[src/sv/graph_edge_table_engine_macros.svh]
// ----------------------------------------------------------------------------
// graph edge table engine assertion macros
// shared property forms for the engine's checks
// ----------------------------------------------------------------------------
`ifndef GRAPH_EDGE_TABLE_ENGINE_MACROS_SVH
`define GRAPH_EDGE_TABLE_ENGINE_MACROS_SVH

// same-cycle implication, disabled during reset
`define GETE_ASSERT_NOW(lbl, clk, rstn, ante, cons, msg) \
  lbl: assert property (@(posedge clk) disable iff (!rstn) (ante) |-> (cons)) else $error(msg);

// next-cycle implication, disabled during reset
`define GETE_ASSERT_NEXT(lbl, clk, rstn, ante, cons, msg) \
  lbl: assert property (@(posedge clk) disable iff (!rstn) (ante) |=> (cons)) else $error(msg);

`endif

[src/sv/gete_pkg.sv]
// ----------------------------------------------------------------------------
// gete_pkg
// field widths, operation and status codes of the graph edge table engine
// ----------------------------------------------------------------------------
package gete_pkg;

  localparam int unsigned DefaultEdges      = 64;
  localparam int unsigned DefaultVertexBits = 16;

  localparam int unsigned OpW   = 2;
  localparam int unsigned IdxW  = 6;
  localparam int unsigned VtxW  = 16;
  localparam int unsigned VcntW = 8;
  localparam int unsigned EcntW = 7;
  localparam int unsigned StatW = 2;

  typedef enum logic [OpW-1:0] {
    OP_ADD = 2'd0,
    OP_DEL = 2'd1,
    OP_NBR = 2'd2,
    OP_CNT = 2'd3
  } op_e;

  typedef enum logic [StatW-1:0] {
    ST_OK        = 2'd0,
    ST_FULL      = 2'd1,
    ST_BAD_INDEX = 2'd2,
    ST_NONE      = 2'd3
  } status_e;

endpackage

[src/sv/gete_ram.sv]
// ----------------------------------------------------------------------------
// gete_ram
// generic single write, single read memory with registered read data
// ----------------------------------------------------------------------------
module gete_ram #(
  parameter int unsigned Width = 8,
  parameter int unsigned Depth = 64
) (
  input  logic                     clk_i,
  input  logic                     we_i,
  input  logic [$clog2(Depth)-1:0] waddr_i,
  input  logic [Width-1:0]         wdata_i,
  input  logic [$clog2(Depth)-1:0] raddr_i,
  output logic [Width-1:0]         rdata_o
);

  logic [Width-1:0] mem_q [Depth];

  always_ff @(posedge clk_i) begin
    if (we_i) begin
      mem_q[waddr_i] <= wdata_i;
    end
    rdata_o <= mem_q[raddr_i];
  end

endmodule

[src/sv/graph_edge_table_engine.sv]
// ----------------------------------------------------------------------------
// graph_edge_table_engine
// undirected edge list with add, delete, neighbour listing and distinct
// vertex count, worked through one slot memory by a small sequencer
//
//   channel   direction  handshake                 payload
//   command   in         start && !busy            op_i, edge_index_i,
//                                                  first_vertex_i, second_vertex_i
//   result    out        result_valid_o (1 cycle)  neighbor_o, vertex_count_o,
//                                                  edge_count_o, status_o, last_o
//
// an add is answered at once; a delete reads its slot before clearing it (an
// index past the filled slots is refused without a read); a neighbour listing
// scans every filled slot; a count compares each live slot against every
// earlier slot through the single read port
// busy is high while a delete, listing or count runs, until its final result;
// an add or an out-of-range delete never raises it; results cannot be stalled;
// reset empties the table at once
`include "graph_edge_table_engine_macros.svh"

module graph_edge_table_engine #(
  parameter int unsigned EDGES       = gete_pkg::DefaultEdges,
  parameter int unsigned VERTEX_BITS = gete_pkg::DefaultVertexBits
) (
  input  logic                        clk_i,
  input  logic                        rst_ni,
  input  logic                        start,
  output logic                        busy,
  input  logic [gete_pkg::OpW-1:0]    op_i,
  input  logic [gete_pkg::IdxW-1:0]   edge_index_i,
  input  logic [gete_pkg::VtxW-1:0]   first_vertex_i,
  input  logic [gete_pkg::VtxW-1:0]   second_vertex_i,
  output logic                        result_valid_o,
  output logic [gete_pkg::VtxW-1:0]   neighbor_o,
  output logic [gete_pkg::VcntW-1:0]  vertex_count_o,
  output logic [gete_pkg::EcntW-1:0]  edge_count_o,
  output logic [gete_pkg::StatW-1:0]  status_o,
  output logic                        last_o
);
  import gete_pkg::*;

  localparam int unsigned EW = $clog2(EDGES);
  localparam int unsigned CW = $clog2(EDGES + 1);
  localparam int unsigned NW = $clog2(2 * EDGES + 1);
  localparam int unsigned IW = (CW > IdxW) ? CW : IdxW;
  localparam int unsigned RW = 2 * VERTEX_BITS + 1;

  typedef logic [VERTEX_BITS-1:0] vtx_t;

  typedef enum logic [2:0] {
    S_IDLE,
    S_DEL_CHK,
    S_NB,
    S_CNT_OUT,
    S_CNT_HDR,
    S_CNT_IN
  } state_e;

  state_e          state_q, state_d;
  logic [CW-1:0]   filled_q, filled_d;
  logic [CW-1:0]   live_q, live_d;
  logic [CW-1:0]   rd_q, rd_d;
  logic            chk_q, chk_d;
  logic            pend_q, pend_d;
  vtx_t            pend_nb_q, pend_nb_d;
  logic [CW-1:0]   out_q, out_d;
  logic [NW-1:0]   n_q, n_d;
  vtx_t            u_q, u_d;
  vtx_t            ca_q, ca_d;
  vtx_t            cb_q, cb_d;
  logic            dup_a_q, dup_a_d;
  logic            dup_b_q, dup_b_d;
  logic [EW-1:0]   del_addr_q, del_addr_d;
  logic            res_valid_q, res_valid_d;
  vtx_t            nb_q, nb_d;
  logic [VcntW-1:0] vcount_q, vcount_d;
  logic [EcntW-1:0] ecount_q, ecount_d;
  status_e         status_q, status_d;
  logic            last_q, last_d;

  logic            ram_we;
  logic [EW-1:0]   ram_waddr;
  logic [RW-1:0]   ram_wdata;
  logic [EW-1:0]   ram_raddr;
  logic [RW-1:0]   ram_rdata;

  logic            ent_valid;
  vtx_t            ent_a, ent_b;
  vtx_t            key;
  logic            a_is_key, b_is_key, a_is_cb, b_is_cb;
  vtx_t            u_in, v_in;
  logic [IW-1:0]   idx_ext, fill_ext;

  gete_ram #(
    .Width(RW),
    .Depth(EDGES)
  ) u_slots (
    .clk_i  (clk_i),
    .we_i   (ram_we),
    .waddr_i(ram_waddr),
    .wdata_i(ram_wdata),
    .raddr_i(ram_raddr),
    .rdata_o(ram_rdata)
  );

  assign ent_valid = ram_rdata[RW-1];
  assign ent_a     = ram_rdata[2*VERTEX_BITS-1:VERTEX_BITS];
  assign ent_b     = ram_rdata[VERTEX_BITS-1:0];

  // shared compare unit
  assign key      = (state_q == S_NB) ? u_q : ca_q;
  assign a_is_key = (ent_a == key);
  assign b_is_key = (ent_b == key);
  assign a_is_cb  = (ent_a == cb_q);
  assign b_is_cb  = (ent_b == cb_q);

  assign u_in     = VERTEX_BITS'(first_vertex_i);
  assign v_in     = VERTEX_BITS'(second_vertex_i);
  assign idx_ext  = IW'(edge_index_i);
  assign fill_ext = IW'(filled_q);

  always_comb begin
    state_d     = state_q;
    filled_d    = filled_q;
    live_d      = live_q;
    rd_d        = rd_q;
    chk_d       = 1'b0;
    pend_d      = pend_q;
    pend_nb_d   = pend_nb_q;
    out_d       = out_q;
    n_d         = n_q;
    u_d         = u_q;
    ca_d        = ca_q;
    cb_d        = cb_q;
    dup_a_d     = dup_a_q;
    dup_b_d     = dup_b_q;
    del_addr_d  = del_addr_q;
    res_valid_d = 1'b0;
    nb_d        = '0;
    vcount_d    = '0;
    status_d    = ST_OK;
    last_d      = 1'b0;
    ram_we      = 1'b0;
    ram_waddr   = filled_q[EW-1:0];
    ram_wdata   = {1'b1, u_in, v_in};
    ram_raddr   = rd_q[EW-1:0];

    unique case (state_q)
      S_IDLE: begin
        ram_raddr = idx_ext[EW-1:0];
        if (start) begin
          unique case (op_e'(op_i))
            OP_ADD: begin
              res_valid_d = 1'b1;
              last_d      = 1'b1;
              if (filled_q == CW'(EDGES)) begin
                status_d = ST_FULL;
              end else begin
                ram_we   = 1'b1;
                filled_d = filled_q + 1'b1;
                live_d   = live_q + 1'b1;
              end
            end
            OP_DEL: begin
              if (idx_ext >= fill_ext) begin
                res_valid_d = 1'b1;
                last_d      = 1'b1;
                status_d    = ST_BAD_INDEX;
              end else begin
                del_addr_d = idx_ext[EW-1:0];
                state_d    = S_DEL_CHK;
              end
            end
            OP_NBR: begin
              u_d     = u_in;
              rd_d    = '0;
              pend_d  = 1'b0;
              state_d = S_NB;
            end
            OP_CNT: begin
              out_d   = '0;
              n_d     = '0;
              state_d = S_CNT_OUT;
            end
            default: state_d = S_IDLE;
          endcase
        end
      end

      S_DEL_CHK: begin
        res_valid_d = 1'b1;
        last_d      = 1'b1;
        if (!ent_valid) begin
          status_d = ST_BAD_INDEX;
        end else begin
          ram_we    = 1'b1;
          ram_waddr = del_addr_q;
          ram_wdata = {1'b0, ent_a, ent_b};
          live_d    = live_q - 1'b1;
        end
        state_d = S_IDLE;
      end

      S_NB: begin
        if (rd_q != filled_q) begin
          rd_d  = rd_q + 1'b1;
          chk_d = 1'b1;
        end
        if (chk_q && ent_valid && (a_is_key || b_is_key)) begin
          // hold one match back so the final one can carry last
          if (pend_q) begin
            res_valid_d = 1'b1;
            nb_d        = pend_nb_q;
          end
          pend_d    = 1'b1;
          pend_nb_d = a_is_key ? ent_b : ent_a;
        end
        if (rd_q == filled_q && !chk_q) begin
          res_valid_d = 1'b1;
          last_d      = 1'b1;
          if (pend_q) begin
            nb_d = pend_nb_q;
          end else begin
            status_d = ST_NONE;
          end
          state_d = S_IDLE;
        end
      end

      S_CNT_OUT: begin
        ram_raddr = out_q[EW-1:0];
        if (out_q == filled_q) begin
          res_valid_d = 1'b1;
          last_d      = 1'b1;
          vcount_d    = (32'(n_q) > 32'd255) ? 8'hFF : 8'(n_q);
          state_d     = S_IDLE;
        end else begin
          state_d = S_CNT_HDR;
        end
      end

      S_CNT_HDR: begin
        if (!ent_valid) begin
          out_d   = out_q + 1'b1;
          state_d = S_CNT_OUT;
        end else begin
          ca_d    = ent_a;
          cb_d    = ent_b;
          dup_a_d = 1'b0;
          dup_b_d = (ent_a == ent_b);
          rd_d    = '0;
          state_d = S_CNT_IN;
        end
      end

      S_CNT_IN: begin
        if (rd_q != out_q) begin
          rd_d  = rd_q + 1'b1;
          chk_d = 1'b1;
        end
        if (chk_q && ent_valid) begin
          dup_a_d = dup_a_q | a_is_key | b_is_key;
          dup_b_d = dup_b_q | a_is_cb | b_is_cb;
        end
        if (rd_q == out_q && !chk_q) begin
          n_d     = n_q + NW'(!dup_a_q) + NW'(!dup_b_q);
          out_d   = out_q + 1'b1;
          state_d = S_CNT_OUT;
        end
      end

      default: state_d = S_IDLE;
    endcase

    ecount_d = (32'(live_d) > 32'd127) ? 7'h7F : 7'(live_d);
  end

  always_ff @(posedge clk_i or negedge rst_ni) begin
    if (!rst_ni) begin
      state_q     <= S_IDLE;
      filled_q    <= '0;
      live_q      <= '0;
      rd_q        <= '0;
      chk_q       <= 1'b0;
      pend_q      <= 1'b0;
      pend_nb_q   <= '0;
      out_q       <= '0;
      n_q         <= '0;
      u_q         <= '0;
      ca_q        <= '0;
      cb_q        <= '0;
      dup_a_q     <= 1'b0;
      dup_b_q     <= 1'b0;
      del_addr_q  <= '0;
      res_valid_q <= 1'b0;
      nb_q        <= '0;
      vcount_q    <= '0;
      ecount_q    <= '0;
      status_q    <= ST_OK;
      last_q      <= 1'b0;
    end else begin
      state_q     <= state_d;
      filled_q    <= filled_d;
      live_q      <= live_d;
      rd_q        <= rd_d;
      chk_q       <= chk_d;
      pend_q      <= pend_d;
      pend_nb_q   <= pend_nb_d;
      out_q       <= out_d;
      n_q         <= n_d;
      u_q         <= u_d;
      ca_q        <= ca_d;
      cb_q        <= cb_d;
      dup_a_q     <= dup_a_d;
      dup_b_q     <= dup_b_d;
      del_addr_q  <= del_addr_d;
      res_valid_q <= res_valid_d;
      nb_q        <= nb_d;
      vcount_q    <= vcount_d;
      ecount_q    <= ecount_d;
      status_q    <= status_d;
      last_q      <= last_d;
    end
  end

  assign busy           = (state_q != S_IDLE);
  assign result_valid_o = res_valid_q;
  assign neighbor_o     = VtxW'(nb_q);
  assign vertex_count_o = vcount_q;
  assign edge_count_o   = ecount_q;
  assign status_o       = status_q;
  assign last_o         = last_q;

  // live edges never outnumber used slots
  `GETE_ASSERT_NOW(a_live_le_filled, clk_i, rst_ni, 1'b1, live_q <= filled_q, "live count above filled count")
  `GETE_ASSERT_NOW(a_filled_le_depth, clk_i, rst_ni, 1'b1, filled_q <= CW'(EDGES), "filled count beyond table depth")
  `GETE_ASSERT_NEXT(a_filled_monotonic, clk_i, rst_ni, 1'b1, filled_q >= $past(filled_q), "slots reused")
  `GETE_ASSERT_NOW(a_mid_beat_busy, clk_i, rst_ni, result_valid_o && !last_o, busy, "non-final beat while idle")
  `GETE_ASSERT_NOW(a_last_beat_idle, clk_i, rst_ni, result_valid_o && last_o, !busy, "final beat while still busy")
  `GETE_ASSERT_NEXT(a_start_acts, clk_i, rst_ni, start && !busy, busy || result_valid_o, "command dropped")

endmodule

[config.mk]
export PLATFORM = sky130hd
export DESIGN_NAME = graph_edge_table_engine
export DESIGN_NICKNAME = d
export VERILOG_FILES = /design/src/sv/gete_pkg.sv /design/src/sv/gete_ram.sv /design/src/sv/graph_edge_table_engine.sv
export VERILOG_INCLUDE_DIRS = /design/src /design/src/sv
export SDC_FILE = /design/constraint.sdc
export NUM_CORES = 2
export LEC_CHECK = 0
export BUFFER_PORTS_ARGS = -buffer_cell sky130_fd_sc_hd__clkbuf_2
export CAP_MARGIN = 15
export CORE_AREA = 4 4 503 754
export CTS_CLUSTER_DIAMETER = 60
export CTS_CLUSTER_SIZE = 24
export DETAILED_ROUTE_END_ITERATION = 10
export DIE_AREA = 0 0 507 758
export SETUP_SLACK_MARGIN = 0.3
export SYNTH_ARGS = -nofsm -noshare
export SYNTH_HDL_FRONTEND = slang
export SYNTH_SLANG_ARGS = --single-unit
[constraint.sdc]
create_clock -name clk_i -period 5.7 [get_ports clk_i]
set_input_delay 1.14 -clock clk_i [delete_from_list [all_inputs] [get_ports clk_i]]
set_output_delay 1.14 -clock clk_i [all_outputs]
set_load 0.01 [all_outputs]
# --- Word-level counts from Yosys, hierarchy flattened ---
# Memories as Yosys holds them, arrays and structs flattened. A register that Yosys moved wholly into a read port is not among the register bits.
# Index checks and enable logic that the tools add are counted.
op_classes:
  addsub: 7
  multipliers: 0
  div_mod_pow: 0
  n_lt_le_gt_ge: 1
  n_eq_ne: 35
  n_shift: 0
  muxes: 80
  bitwise_logic: 6
  reduce_logical: 29
ops:
  columns: ["cell", "count"]
  rows:
  - ["2-to-1 mux 16 bit", 7]
  - ["2-to-1 mux 7 bit", 13]
  - ["equality test 16 bit", 5]
  - ["2-to-1 mux 33 bit", 2]
  - ["2-to-1 mux 8 bit", 5]
  - ["adder 7 x 1 -> 7 bit (second input constant)", 4]
  - ["case mux 7 bit (4 select lines)", 1]
  - ["2-to-1 mux 1 bit", 23]
  - ["equality test 7 bit", 3]
  - ["case mux 7 bit (3 select lines)", 1]
  - ["2-to-1 mux 3 bit", 6]
  - ["adder 8 x 1 -> 8 bit", 2]
  - ["inequality test 2 x 1 -> 1 bit (second input constant)", 8]
  - ["case mux 8 bit (2 select lines)", 1]
  - ["AND reduction 4 bit", 4]
  - ["case mux 3 bit (5 select lines)", 1]
  - ["AND reduction 5 bit", 3]
  - ["inequality test 7 bit", 2]
  - ["case mux 7 bit (2 select lines)", 1]
  - ["2-to-1 mux 6 bit", 2]
  - ["inequality test 2 bit (second input constant)", 6]
  - ["case mux 1 bit (2 select lines)", 6]
  - ["case mux 6 bit (2 select lines)", 1]
  - ["2-to-1 mux 2 bit", 5]
  - ["27 further kinds", 46]
totals:
  ff_bits: 141
  latch_bits: 0
  ram_bits: 2112
  mem_bits_ro: 0
  in_bits: 43
  output_inout_bits: 36
  wordCells: 179
  mem_count: 1
memory_table:
  columns: ["memory", "words", "width", "rd", "rd_clocked_by_memory_dff", "wr", "line_no", "rtl"]
  rows:
  - ["u_slots.mem_q", 64, 33, 1, 1, 1, "gete_ram.sv:17", "logic [Width-1:0] mem_q [Depth];"]

# --- Depth between registers and ports, before layout ---
depth:
  word_depth: 9
  ltp_mapped: 15
  mapped_depth_nobuf: 12

# --- Modules after synthesis ---
# From an unflattened synthesis, not the netlist that was laid out.
unflattened:
  cells_unflattened: 4471
  area_unflattened_um2: 89708.5
modules_own_cells:
  columns: ["mod", "instances", "cells_each", "area_per_inst_um2", "seq_area_each_um2"]
  rows:
  - ["gete_ram", 1, 3610, 81094.0, 64081.5]
  - ["graph_edge_table_engine", 1, 861, 8614.5, 3528.4]

# --- Least setup slack after synthesis ---
# OpenSTA, ideal clock, no wires.
synth_path:
  kind: "input to register"
  start: "in op_i[0] (netlist name)"
  end: "mem u_slots.mem_q[10][0] (netlist name) (enable)"
  setup_time_ns: 0.423
  t_arrival_ns: 3.927
  required_ns: 5.277
  path_slack_ns: 1.350
  path_stages: 7
  path_buffers: 3
  cell_sequence: "clkbuf_1 > nor3b_2 > nor2_1 > clkbuf_1 > or3_1 > clkbuf_1 > nor2_1"
synth_between:
  elab_chain_len: 6
synth_lines:
  columns: ["element", "line_no", "rtl"]
  rows:
  - ["from (decl)", "graph_edge_table_engine.sv:29", "input logic [gete_pkg::OpW-1:0] op_i,"]
  - ["zero test 2 bit", "graph_edge_table_engine.sv:152", "unique case (op_e'(op_i))"]
  - ["2-to-1 mux 1 bit", "graph_edge_table_engine.sv:152", null]
  - ["2-to-1 mux 1 bit", "graph_edge_table_engine.sv:151", "if (start) begin"]
  - ["case mux 1 bit (2 select lines)", "graph_edge_table_engine.sv:148", "unique case (state_q)"]
  - ["2-to-1 mux 1 bit", "gete_ram.sv:20", "if (we_i) begin"]
  - ["2-to-1 mux 1 bit (not written as such)", "gete_ram.sv:21", "mem_q[waddr_i] <= wdata_i;"]
  - ["to (decl)", "gete_ram.sv:17", null]
# Every way passes these cells.

# --- Worst setup path after layout ---
layout_path:
  start: "reg state_q[2]"
  end: "mem u_slots.mem_q[8][9] (netlist name) (enable)"
layout_between:
  elab_chain_len: 4
  word_cells_on_any_way: 6
  cone_classes: "eq/ne (1); mux (4); reduce/logical (1)"
layout_lines:
  columns: ["element", "line_no", "rtl"]
  rows:
  - ["from (decl)", "graph_edge_table_engine.sv:59", "state_e state_q, state_d;"]
  - ["from (signal assigned)", "graph_edge_table_engine.sv:302", "state_q <= state_d;"]
  - ["equality test 3 x 1 -> 1 bit / zero test 3 bit (equally long branches)", "graph_edge_table_engine.sv:148", null]
  - ["case mux 1 bit (2 select lines)", "graph_edge_table_engine.sv:148", null]
  - ["2-to-1 mux 1 bit", "gete_ram.sv:20", null]
  - ["2-to-1 mux 1 bit (not written as such)", "gete_ram.sv:21", null]
# Parallel ways exist; a longest one is shown, timed or not.

==> results.sh <==
export IMPL_cp_end_kind="flip-flop"
export IMPL_synth_edff_count=2112
export IMPL_dpl_hpwl_um=184000
export IMPL_maxCapViolations=0
export IMPL_rrSetupSlack_ns=1.16
export IMPL_slew_limit_headroom=0.223
export IMPL_final_cell_mix="edfxtp_1, nand2_1, nand3_1"
export IMPL_die_area_mm2=0.384
export IMPL_power_density_mw_per_mm2=555
export IMPL_first_iter_violations=6962
export IMPL_syn_num_nets=6956
export IMPL_timing_clock_skew_ns=0.0467
export IMPL_clock_sinks=2286
export IMPL_rsz0062_at_grt="no"
export IMPL_dr_pass1_iters=5
export IMPL_hold_ws_ns=0.443
export IMPL_start_util=0.249
export IMPL_ys_seq_area_frac=0.728
export IMPL_postLayoutCoreUtil=0.279
export IMPL_async_flop_share=0.0617
export IMPL_drc=0
export IMPL_seq_area_mm2=0.0676
export IMPL_drive_above_1_share=0.104
export IMPL_synth_flop_cell="edfxtp_1"
export IMPL_worstSetupStartpointType="flip-flop"
export IMPL_p_clk_frac=0.157
export IMPL_crit_type="flip-flop to flip-flop"
export IMPL_numCtsBuffers=108
export IMPL_grtUsageMet3=0.0236
export IMPL_synth_cells=6895
export IMPL_synth_cell_type_count=85
export IMPL_routed_wl_um=296000
export IMPL_hold_viol=0
export IMPL_numPortBuffers=78
export IMPL_cts_resized_gates=0
export IMPL_post_cts_buffers=0
export IMPL_seqPwrFrac=0.360
export IMPL_status="finished clean"
export IMPL_pin_count=79
export IMPL_p_sw_mw=25.9
export IMPL_die_y_um=758
export IMPL_insertion_delay_ns=0.79
export IMPL_wl_per_cell_um=24.7
export IMPL_p_sw_frac=0.449
export IMPL_fmax_mhz=220
export IMPL_grt_use_met1=0.173
export IMPL_nNetsFinal=6940
export IMPL_crit_arrival_ns=4.98
export IMPL_clockBufferDepth=3
export IMPL_netlist_area_mm2=0.0928
export IMPL_irDropWorstVdd_mv=0.593
export IMPL_met2_usage=0.259
export IMPL_h_tree_depth=3
export IMPL_yosysWarningCount=0
export IMPL_hold_class="input port to async pin"
export IMPL_layout_commonest_cell="edfxtp_1"
export IMPL_p_leak_nw=34.3
export IMPL_fillers=37800
export IMPL_multiInputGateArea_mm2=0.0233
export IMPL_busiest_layer="met2"
export IMPL_viasPerCell=5.00
export IMPL_grt_max_degree=126
export IMPL_synth_area_per_cell_um2=13.5
export IMPL_grt_usage=0.147
export IMPL_grt_pass1_wl_um=421000
export IMPL_postRouteAntennaNets=0
export IMPL_setup_viol=0
export IMPL_pwr_share_comb=0.483
export IMPL_postCtsHoldBufs=0
export IMPL_crit_fanout=29
export IMPL_required_ns=6.14
export IMPL_gp_congestion=0.890
export IMPL_grt_pass1_vias=57900
export IMPL_maxSlewViolCount=0
export IMPL_overflow=0
export IMPL_die_w_um=507
export IMPL_cts_tree="built"
export IMPL_period_share=0.797
export IMPL_std_cell_rows=275
export IMPL_root_buffer="clkbuf_16"
export IMPL_num_vias=59800
export IMPL_area_growth_pct=12.0
export IMPL_period_needed_ns=4.54
export IMPL_tightest_slew_ns=1.16
export IMPL_p_total_mw=57.7
export IMPL_p_int_mw=31.8
export IMPL_path_clk_slew_ns=0.09
export IMPL_setup_tns_ns=0
export IMPL_ys_ff_latch=2286
export IMPL_coreArea_mm2=0.373
export IMPL_antenna_found_initial=12
## power by group through the flow
stage / sequential (mW) / clock (mW) / combinational [mW]
floorplan: 20.5 / 0 / 16.9
global placement: 21.1 / 0 / 27.3
detailed placement: 21.1 / 0 / 27.5
CTS: 20.7 / 9.20 / 27.6
global route: 20.8 / 9.82 / 29.5
finish: 20.8 / 9.07 / 27.8
## cells in the mapped netlist, types with 10 or more instances
cell,number,area share
nand2_1,1672,0.068
a31oi_1,144,0.0097
mux2_2,56,0.0068
nor3_1,14,0.00075
or3_1,14,0.00094
nand4_1,48,0.0032
a32oi_1,28,0.0026
dfrtp_1,141,0.038
a211oi_1,221,0.018
buf_2,228,0.012
and2_1,28,0.0019
and3_1,275,0.019
edfxtp_1,2112,0.68
xor2_1,62,0.0059
mux2i_1,113,0.012
ha_1,16,0.0022
a311o_1,21,0.0023
o21ai_0,74,0.0040
a21oi_1,68,0.0037
buf_1,49,0.0020
o211ai_1,12,0.00097
clkbuf_1,181,0.0073
o2111ai_1,57,0.0054
nor2_1,158,0.0064
a2111oi_0,43,0.0041
xnor2_1,63,0.0059
nor4_1,20,0.0013
dfxtp_1,33,0.0071
buf_4,48,0.0039
nand3_1,509,0.027
nand2b_1,10,0.00067
buf_6,15,0.0018
o22ai_1,35,0.0024
a311oi_1,173,0.016
inv_1,25,0.0010
or4_1,12,0.00097
## critical path, stage by stage, from the launching register on
cell     delay, ns
dfrtp_1       0.37
buf_4         0.24
or3_1         0.44
inv_2         0.19
and2_2        0.44
nor2_1        0.13
a21oi_1       0.62
nand2_1       0.66
nor2_4        0.70
buf_4         0.35
## final timing paths
path                                              from                            end  cells after the start
min in group clk_i         edge_count_o[6]$_DFFE_PN0P_    edge_count_o[6]$_DFFE_PN0P_                      1
min reg2reg                edge_count_o[6]$_DFFE_PN0P_    edge_count_o[6]$_DFFE_PN0P_                      1
max                             state_q[2]$_DFFE_PN0P_  u_slots.mem_q[8][9]$_DFFE_PP_                      9
max reg2reg                     state_q[2]$_DFFE_PN0P_  u_slots.mem_q[8][9]$_DFFE_PP_                      9
max in group asynchronous                       rst_ni            cb_q[1]$_DFFE_PN0P_                      2
min                                             rst_ni    edge_count_o[2]$_DFFE_PN0P_                      1
## per-layer routing
| layer | vias up | share of wire |
|---|---|---|
| met4 | 2 | 0.055 |
| met5 | - | 0.000044 |
| li1 | 25700 | - |
| met3 | 656 | 0.079 |
| met2 | 2989 | 0.50 |
| met1 | 30500 | 0.37 |
## kinds of logic (layout without fill, tap and decap cells)
group / after synthesis / count (layout) / synth area share
AND/OR/NAND/NOR: 2791 / 2791 / 0.132
multiplexers: 169 / 169 / 0.0190
adder cells (fa/ha/maj): 18 / 18 / 0.00259
XOR/XNOR: 125 / 125 / 0.0118
AO/OA/AOI/OAI: 957 / 957 / 0.0774
flip-flops: 2286 / 2286 / 0.728
other: 0 / 17 / 0
buffers and inverters: 549 / 626 / 0.0284
## state kept, by name, summed over array words and instances, names as in the netlist, 8 cells and up
| register | flops |
|---|---|
| u_slots.rdata_o | 33 |
| pend_nb_q | 16 |
| ca_q | 16 |
| u_q | 16 |
| vertex_count_o | 8 |
| u_slots.mem_q | 2112 |
| n_q | 8 |
| cb_q | 16 |
| neighbor_o | 16 |
## layout make-up
cell class	count	area share
tap	4986	0.0600
inverter	27	0.000987
clock buffer	189	0.0300
multi-input combinational	4060	0.224
clock inverter	14	0.00173
timing repair buffer	396	0.0325
sequential	2286	0.651
antenna	17	0.000409
## metrics by stage
step	instances	setup WS (ns)	cell area, um^2
detailed placement	11800	0.776	101000
finish	12000	1.16	104000
CTS	12000	1.25	104000
global route	12000	1.06	104000
global placement	11800	0.000480	101000
floorplan	6895	1.35	92800
No activity file was read; power rests on OpenSTA's default activity.
